`config.mk`:
```
export PLATFORM = sky130hd
export DESIGN_NAME = debounced_press_and_long_press_counter
export DESIGN_NICKNAME = d
export VERILOG_FILES = /design/src/dplp_pkg.sv /design/src/debounced_press_and_long_press_counter.sv
export SDC_FILE = /design/constraint.sdc
export NUM_CORES = 1
export LEC_CHECK = 0
export BUFFER_PORTS_ARGS = -buffer_cell sky130_fd_sc_hd__buf_2
export CELL_PAD_IN_SITES_DETAIL_PLACEMENT = 2
export CELL_PAD_IN_SITES_GLOBAL_PLACEMENT = 2
export CORE_MARGIN = 2
export CORE_UTILIZATION = 26
export DETAILED_ROUTE_END_ITERATION = 8
export HOLD_SLACK_MARGIN = 0.1
export PLACE_DENSITY_LB_ADDON = 0.1
export SLEW_MARGIN = 15
export SYNTH_ARGS = -nofsm -noshare
export SYNTH_HDL_FRONTEND = slang
export SYNTH_SLANG_ARGS = --single-unit
```
`constraint.sdc`:
```
create_clock -name clk -period 5 [get_ports clk]
set_input_delay 0 -clock clk [delete_from_list [all_inputs] [get_ports clk]]
set_output_delay 0 -clock clk [all_outputs]
set_load 0.005 [all_outputs]
```
`src/dplp_pkg.sv`:
```
package dplp_pkg;

  // Default width of the press and long-press counters
  localparam int COUNT_WIDTH_DEF = 16;

  // Register field widths
  localparam int WINDOW_W = 16;
  localparam int BOUNCE_W = 8;
  localparam int HOLD_W   = 16;
  localparam int TOTAL_W  = 16;
  localparam int CFG_W    = 16;
  localparam int CFG_IDX_W = 2;

  // Register indexes on the configuration port
  localparam logic [CFG_IDX_W-1:0] CFG_WINDOW_TICKS     = 2'd0;
  localparam logic [CFG_IDX_W-1:0] CFG_DEBOUNCE_TICKS   = 2'd1;
  localparam logic [CFG_IDX_W-1:0] CFG_LONG_PRESS_TICKS = 2'd2;

  // Register reset values
  localparam logic [WINDOW_W-1:0] WINDOW_TICKS_RST     = 16'd54000;
  localparam logic [BOUNCE_W-1:0] DEBOUNCE_TICKS_RST   = 8'd54;
  localparam logic [HOLD_W-1:0]   LONG_PRESS_TICKS_RST = 16'd5400;

  // Operation codes
  localparam logic OP_TICK  = 1'b0;
  localparam logic OP_START = 1'b1;

  // Button pin is active low
  localparam logic LEVEL_PRESSED  = 1'b0;
  localparam logic LEVEL_RELEASED = 1'b1;

  typedef enum logic [1:0] {
    PH_IDLE,
    PH_PRESS_DB,
    PH_HOLD,
    PH_RELEASE_DB
  } phase_t;

endpackage

```
`src/debounced_press_and_long_press_counter.sv`:
```
// Debounced press and long-press counter. Each input transaction is either a start command
// (op = 1), which clears both totals and opens a counting window, or one timer tick (op = 0)
// carrying the sampled active-low button level. Every accepted transaction produces exactly one
// result transaction with the totals, the window state after that item, and a done flag on the
// tick that closes the window. The tracker state updates at the accepting clock edge and the
// result is loaded into the output register at that same edge; a new transaction is accepted every cycle
// as long as the output register is empty or being drained, so the sustained rate is one item per
// clock. Configuration writes take effect at the edge they are issued and are meant to happen
// while no transaction is in flight.
module debounced_press_and_long_press_counter #(
  parameter int COUNT_WIDTH = dplp_pkg::COUNT_WIDTH_DEF
) (
  input  logic                           clk,
  input  logic                           rst,
  // configuration write port
  input  logic                           cfg_en,
  input  logic [dplp_pkg::CFG_IDX_W-1:0] cfg_index,
  input  logic [dplp_pkg::CFG_W-1:0]     cfg_data,
  // input channel
  input  logic                           in_valid,
  output logic                           in_ready,
  input  logic                           op,
  input  logic                           button_level,
  // result channel
  output logic                           out_valid,
  input  logic                           out_ready,
  output logic [dplp_pkg::TOTAL_W-1:0]   press_total,
  output logic [dplp_pkg::TOTAL_W-1:0]   long_total,
  output logic                           window_active,
  output logic                           window_done
);
  import dplp_pkg::*;

  localparam int CLAMP_W = (COUNT_WIDTH > TOTAL_W) ? COUNT_WIDTH : TOTAL_W;

  // configuration registers
  logic [WINDOW_W-1:0] window_ticks;
  logic [BOUNCE_W-1:0] debounce_ticks;
  logic [HOLD_W-1:0]   long_press_ticks;

  // tracker state
  phase_t                 phase, phase_next;
  logic [WINDOW_W-1:0]    window_count, window_count_next;
  logic [BOUNCE_W-1:0]    bounce_count, bounce_count_next;
  logic [HOLD_W-1:0]      hold_count, hold_count_next;
  logic [COUNT_WIDTH-1:0] press_count, press_count_next;
  logic [COUNT_WIDTH-1:0] long_count, long_count_next;
  logic                   active, active_next;
  logic                   done_next;

  logic                   in_fire;
  logic [WINDOW_W-1:0]    window_inc;
  logic [BOUNCE_W-1:0]    bounce_inc;
  logic [HOLD_W-1:0]      hold_inc;
  logic [COUNT_WIDTH-1:0] press_inc, long_inc;
  logic [CLAMP_W-1:0]     press_wide, long_wide;

  // Accept whenever the result register is free or draining
  assign in_ready = !out_valid || out_ready;
  assign in_fire  = in_valid && in_ready;

  // Write configuration registers; unknown indexes are dropped
  always_ff @(posedge clk) begin
    if (rst) begin
      window_ticks     <= WINDOW_TICKS_RST;
      debounce_ticks   <= DEBOUNCE_TICKS_RST;
      long_press_ticks <= LONG_PRESS_TICKS_RST;
    end else if (cfg_en) begin
      case (cfg_index)
        CFG_WINDOW_TICKS:     window_ticks     <= cfg_data[WINDOW_W-1:0];
        CFG_DEBOUNCE_TICKS:   debounce_ticks   <= cfg_data[BOUNCE_W-1:0];
        CFG_LONG_PRESS_TICKS: long_press_ticks <= cfg_data[HOLD_W-1:0];
        default: ;
      endcase
    end
  end

  // Saturating increments
  assign window_inc = (window_count != '1) ? window_count + WINDOW_W'(1) : window_count;
  assign bounce_inc = (bounce_count != '1) ? bounce_count + BOUNCE_W'(1) : bounce_count;
  assign hold_inc   = (hold_count != '1) ? hold_count + HOLD_W'(1) : hold_count;
  assign press_inc  = (press_count != '1) ? press_count + COUNT_WIDTH'(1) : press_count;
  assign long_inc   = (long_count != '1) ? long_count + COUNT_WIDTH'(1) : long_count;

  // Next state of the press tracker for one transaction
  always_comb begin
    phase_next        = phase;
    window_count_next = window_count;
    bounce_count_next = bounce_count;
    hold_count_next   = hold_count;
    press_count_next  = press_count;
    long_count_next   = long_count;
    active_next       = active;
    done_next         = 1'b0;
    if (in_fire) begin
      if (op == OP_START) begin
        phase_next        = PH_IDLE;
        window_count_next = '0;
        bounce_count_next = '0;
        hold_count_next   = '0;
        press_count_next  = '0;
        long_count_next   = '0;
        active_next       = 1'b1;
      end else if (active) begin
        window_count_next = window_inc;
        unique case (phase)
          PH_IDLE: begin
            if (window_inc >= window_ticks) begin
              active_next = 1'b0;
              done_next   = 1'b1;
            end else if (button_level == LEVEL_PRESSED) begin
              phase_next        = PH_PRESS_DB;
              bounce_count_next = '0;
            end
          end
          PH_PRESS_DB: begin
            bounce_count_next = bounce_inc;
            if (bounce_inc >= debounce_ticks) begin
              phase_next      = PH_HOLD;
              hold_count_next = '0;
            end
          end
          PH_HOLD: begin
            if (button_level == LEVEL_RELEASED) begin
              press_count_next  = press_inc;
              bounce_count_next = '0;
              phase_next        = PH_RELEASE_DB;
            end else begin
              hold_count_next = hold_inc;
            end
          end
          PH_RELEASE_DB: begin
            bounce_count_next = bounce_inc;
            if (bounce_inc >= debounce_ticks) begin
              if (hold_count > long_press_ticks) begin
                long_count_next = long_inc;
              end
              phase_next = PH_IDLE;
            end
          end
        endcase
      end
    end
  end

  // Hold tracker state
  always_ff @(posedge clk) begin
    if (rst) begin
      phase        <= PH_IDLE;
      window_count <= '0;
      bounce_count <= '0;
      hold_count   <= '0;
      press_count  <= '0;
      long_count   <= '0;
      active       <= 1'b0;
    end else begin
      phase        <= phase_next;
      window_count <= window_count_next;
      bounce_count <= bounce_count_next;
      hold_count   <= hold_count_next;
      press_count  <= press_count_next;
      long_count   <= long_count_next;
      active       <= active_next;
    end
  end

  // Clamp the totals to the report width
  assign press_wide = CLAMP_W'(press_count_next);
  assign long_wide  = CLAMP_W'(long_count_next);

  // Result register valid flag
  always_ff @(posedge clk) begin
    if (rst) begin
      out_valid <= 1'b0;
    end else if (in_fire) begin
      out_valid <= 1'b1;
    end else if (out_ready) begin
      out_valid <= 1'b0;
    end
  end

  // Load result payload
  always_ff @(posedge clk) begin
    if (in_fire) begin
      press_total   <= (press_wide > CLAMP_W'({TOTAL_W{1'b1}})) ? '1 : press_wide[TOTAL_W-1:0];
      long_total    <= (long_wide > CLAMP_W'({TOTAL_W{1'b1}})) ? '1 : long_wide[TOTAL_W-1:0];
      window_active <= active_next;
      window_done   <= done_next;
    end
  end

  // The window closes only from the idle phase
  a_phase_needs_window: assert property (@(posedge clk) disable iff (rst)
    (phase != PH_IDLE) |-> active)
    else $error("press tracker busy while window closed");

  // Long presses are a subset of completed presses
  a_long_within_press: assert property (@(posedge clk) disable iff (rst)
    long_count <= press_count)
    else $error("long-press count exceeds press count");

  // A done result always reports a closed window
  a_done_closes: assert property (@(posedge clk) disable iff (rst)
    (out_valid && window_done) |-> !window_active)
    else $error("window done reported with window still open");

  // A start yields an open window with cleared totals
  a_start_clears: assert property (@(posedge clk) disable iff (rst)
    (in_fire && op == OP_START) |=>
      (out_valid && window_active && !window_done && press_total == '0 && long_total == '0))
    else $error("start did not clear the totals");

  // A tick with the window closed changes no count
  a_closed_tick_quiet: assert property (@(posedge clk) disable iff (rst)
    (in_fire && op == OP_TICK && !active) |=>
      ($stable(press_count) && $stable(long_count) && !active && !window_done))
    else $error("tick changed state while window closed");

endmodule
```
Word level (Yosys, flattened, before mapping)
Index checks and enable logic that the tools add are counted.
W data, S select, Z words.
- register bits after elaboration: 150
- bits of input ports: 25
- output and inout port bits: 36
- logic and storage cells: 106
- add/subtract/negate cells: 5
- magnitude comparators: 5
- equal/unequal tests: 17
- multiplexer cells: 45
- bitwise logic cells: 2
- reductions and logical operators: 17
- operator list (cell ; count):
    $mux W16 ; 21
    $add A16 B1 Y16 const B ; 4
    $ne A16 B16 Y1 const B ; 4
    $mux W8 ; 6
    $gt A16 B16 Y1 const B ; 2
    $pmux W16 S2 ; 1
    $pmux W8 S3 ; 1
    $ne A3 B3 Y1 const B ; 7
    $ge A16 B16 Y1 ; 1
    $gt A16 B16 Y1 ; 1
    $mux W2 ; 7
    $add A8 B1 Y8 const B ; 1
    $ge A8 B8 Y1 ; 1
    $mux W1 ; 8
    $ne A8 B8 Y1 const B ; 1
    $pmux W2 S4 ; 1
    $reduce_and A2 Y1 ; 4
    $reduce_and A7 Y1 ; 1
    $eq A2 B2 Y1 const B ; 3
    $reduce_and A6 Y1 ; 1
    $reduce_and A5 Y1 ; 1
    $eq A2 B1 Y1 const B ; 2
    $logic_not A2 Y1 ; 2
    $reduce_bool A2 Y1 ; 2
    other kinds (7) ; 8

Depth between registers and ports, before layout
- depth after elaboration: 9
- mapped depth: 19
- mapped depth without buffers: 15

Least setup slack after synthesis
OpenSTA, ideal clock, no wires.
- kind: register -> register
- from: register window_count[0]
- to: register bounce_count[0]
- setup time: 125 ps
- data arrival time: 4003 ps
- required time: 4875 ps
- path slack: 872 ps
- stages on the path, launching flop included: 20
- path buffers: 4
- clock period less this slack: 4128 ps
- cells stage by stage: dfxtp_1 > ha_1 > inv_1 > or4_4 > or2_1 > buf_6 > and3_4 > buf_6 > nand3_1 > xnor2_1 > ha_1 > a21oi_1 > nand2_1 > a221o_1 > or4b_1 > buf_2 > nand2_2 > buf_4 > o21ai_0 > o2bb2ai_1
- cells in the longest elaborated chain, start to end: 5
- elaborated cells between the ends (all ways): 6
- classes of those cells: add/sub: 1; order compare: 1; eq/ne: 2; mux: 1; reduce/logical: 1
- RTL lines (what ; line ; RTL):
    start, declared ; debounced_press_and_long_press_counter.sv:43 ; logic [WINDOW_W-1:0] window_count, window_count_next;
    start signal, assigned ; debounced_press_and_long_press_counter.sv:158 ; window_count <= window_count_next;
    $add A16 B1 Y16 or $ne A16 B16 Y1 (tied branches) ; debounced_press_and_long_press_counter.sv:79 ; assign window_inc = (window_count != '1) ? window_count + WINDOW_W'(1) : window_count;
    $mux W16 (*) ; debounced_press_and_long_press_counter.sv:79 ;
    $ge A16 B16 Y1 (*) ; debounced_press_and_long_press_counter.sv:108 ; if (window_inc >= window_ticks) begin
    $ne A3 B3 Y1 (no line) (*) ; -- ;
    $reduce_and A5 Y1 (no line) (*) ; -- ;
    end signal, assigned ; debounced_press_and_long_press_counter.sv:159 ; bounce_count <= bounce_count_next;
    end, declared ; debounced_press_and_long_press_counter.sv:44 ; logic [BOUNCE_W-1:0] bounce_count, bounce_count_next;
Every way passes the cells marked *; elsewhere a longest branch is shown, timed or not.
A chain may end at the register's enable or synchronous reset.

Final worst setup path
- from: register window_count[0]
- to: register phase[0]
- cells in the longest elaborated chain, start to end: 5
- elaborated cells between the ends (all ways): 6
- classes of those cells: add/sub: 1; order compare: 1; eq/ne: 2; mux: 1; reduce/logical: 1
- RTL lines (what ; line ; RTL):
    $add A16 B1 Y16 or $ne A16 B16 Y1 (tied branches) ; debounced_press_and_long_press_counter.sv:79 ;
    $mux W16 (*) ; debounced_press_and_long_press_counter.sv:79 ;
    $ge A16 B16 Y1 (*) ; debounced_press_and_long_press_counter.sv:108 ;
    $ne A3 B3 Y1 (no line) (*) ; -- ;
    $reduce_and A7 Y1 (no line) (*) ; -- ;
    end signal, assigned ; debounced_press_and_long_press_counter.sv:157 ; phase <= phase_next;
    end, declared ; debounced_press_and_long_press_counter.sv:42 ; phase_t phase, phase_next;
Marks and branches as above.

==> impl_metrics.yaml <==
clock_tree:
  clk_pin_slew_ps: 70
  cts-buffers-inserted: 17
  clock_insertion_delay_worst_skew_ps: 430
  clockRootBuffer: "clkbuf_16"
  clock_sink_count: 150
  cts.repair_timing.setup_buffer_count: 0
  h-tree-depth: 4
  tritoncts: "done"
  cts_buffer_depth: 2
detailed_routing:
  drcViolationCount: 0
  vias_per_cell: 4.87
  firstDrtPassIters: 5
  wl_per_cell_um: 16.9
  wirelength_um: 23500
  detailedRoute.firstIterationViolations: 259
  route.antenna.remaining_nets: 0
  detailroute.via_count: 6748
timing:
  finalCritPeriodShare: 0.914
  fmaxAchievable_ghz: 0.219
  worst_pin_slew_ps: 1070
  period_minus_slack_ps: 4570
  grt_setup_unrepaired: "false"
  timing_max_transition_violations_final: 0
  final.setup_skew_ps: 14.1
  timing_hold_violations_final: 0
  hold_ws_ps: 148
  slew_headroom: 0.281
  setup_violations: 0
  fin_tns_setup_ps: 0
floorplanning:
  die-width_um: 179
  initial_core_util: 0.266
  rows: 63
  die-area_um2: 31900
  boundaryPins: 61
  core_area_um2: 29800
  die_y_um: 179
global_route:
  grt_first_pass_wirelength_um: 38300
  overflow: 0
  initial_antenna_violation_count: 0
  vias_in_the_first_global_route: 6959
  pin_count_of_the_biggest_net_entering_global_routing: 42
  gr-usage-all-layers: 0.154
layout:
  instances_no_fill: 1385
  flow.area_growth_from_synthesis_pct: 18.5
  filler_instances: 3382
  n_antenna_cell: 0
  mostFrequentLayoutCells: "117 x nor2_1, 116 x dfxtp_1, 86 x nand2_1, 73 x a21oi_1, 60 x buf_2"
  mostFrequentLayoutCell: "nor2_1"
  drive_gt1_frac: 0.128
  final_nets: 1057
yosys:
  synth_seq_area_share: 0.422
  ys_seq_elements: 150
  synth.yosys.warnings: 0
  synth_enable_flop_cells: 34
  post_synth_instance_area_um2: 7930
  synth_async_sr_flop_share: 0
  post_synth.cell_area_avg_um2: 8.70
  synth_cell_types: 74
  synthCells: 911
  mappedNetlistNets: 986
  synth_top_flop_cell: "dfxtp_1"
worst_setup_path:
  end_kind: "register"
  worstPathArrival_ps: 4900
  crit_path_max_fanout: 12
  worst_setup_path_start_kind: "register"
  timing.critical_path.required_ps: 5330
  crit_type: "register to register"
  regToRegSetupSlack_ps: 430
placed_design:
  gp_congestion: 0.748
  numPlacedInstances: 1334
  dp_hpwl_um: 16900
  io_buffer_count: 60
pwr:
  irDropWorstVdd_uv: 218
  leakagePower_nw: 3.63
  power_density_nw_per_um2: 298
flow_run:
  cap_viol_max_count: 0
run_status:
  outcome: "complete, no violations"
worst_hold_path:
  worst_hold_path_type: "input pin to register"
synth_stat cells, types with 9 or more instances:
master / number / share of area
clkbuf_1: 24 / 0.011
nand4_1: 28 / 0.022
xor2_1: 11 / 0.012
edfxtp_1: 34 / 0.13
ha_1: 50 / 0.079
nor2_1: 118 / 0.056
o21ai_0: 32 / 0.020
a211o_1: 15 / 0.017
nor3_1: 26 / 0.016
xnor2_1: 40 / 0.044
o31ai_1: 10 / 0.0095
nand3_1: 40 / 0.025
inv_1: 51 / 0.024
nor2b_1: 9 / 0.0071
dfxtp_1: 116 / 0.29
nand2_1: 86 / 0.041
and3_1: 9 / 0.0071
a21oi_1: 73 / 0.046
logic make-up after synthesis:
group	Yosys count	synth area share
buffers and inverters	92	0.0521
and+or+nand+nor	385	0.242
muxes	10	0.0129
xor gates and xnor gates	51	0.0564
adders and majority gates	50	0.0789
DFF	150	0.422
AOI/OAI and AO/OA	173	0.136
worst paths after layout:
path                    start                to  cells after the start
min              cfg_index[1]  window_ticks[11]                      5
max reg2reg   window_count[0]          phase[0]                     15
max           window_count[0]          phase[0]                     15
min reg2reg  window_ticks[10]  window_ticks[10]                      2
stage by stage:
stage	util	total power, mW	worst slack (ps)	area (µm²)
floorplan	-	1.42	872	7930
CTS	0.315	2.86	385	9390
detailed placement	0.289	1.50	449	8600
global route	0.315	2.93	88.3	9390
finish	0.315	2.80	430	9390
global placement	0.289	1.50	565	8600
cell type report:
type                            count  area (µm²)  area share
Multi-Input combinational cell    669        4180       0.445
Tap cell                          390         488      0.0520
Sequential cell                   150        3340       0.356
Inverter                           52         195      0.0208
Timing Repair Buffer               92         588      0.0626
Clock inverter                     15         171      0.0183
Clock buffer                       17         425      0.0453
registers in the layout, summed over array words and instances (netlist names):
register	count
window_active	1
press_total	16
bounce_count	8
hold_count	16
out_valid	1
long_total	16
long_count	16
phase	2
long_press_ticks	16
active	1
window_count	16
window_ticks	16
press_count	16
window_done	1
debounce_ticks	8
where the power goes:
part / switching, mW / internal (mW)
clock: 0.649 / 0.676
combinational: 0.126 / 0.0693
sequential: 0.0134 / 1.27
total: 0.789 / 2.01
metal layers:
metal,part of all wire,GRT usage,vias to the layer above,wire (µm)
li1,-,-,3355,-
met1,0.50,0.208,3310,11700
met2,0.47,0.256,66,11000
met3,0.019,0.0196,17,448
met4,0.012,0.0430,0,279
met5,0,0,-,0
critical path: stages (launching register included):
cell     delay (ps)
dfxtp_1         440
ha_1            320
inv_1            70
or4_4           580
or2_1           360
and3_4          280
nand3_1         130
xnor2_1         140
ha_1            270
a21oi_1         150
nand2_1          70
a221o_1         390
or4b_1          600
nand2_2         240
nand2_1         130
o41ai_2         280
repair_timing:
action / 4_1_cts / 5_1_grt
hold endpoints to repair: 43 / 0
resized for setup: 0 / 0
endpoints found under the setup margin: 0 / 0
hold buffers: 19 / 0
Power figures use the tool's default switching activity.
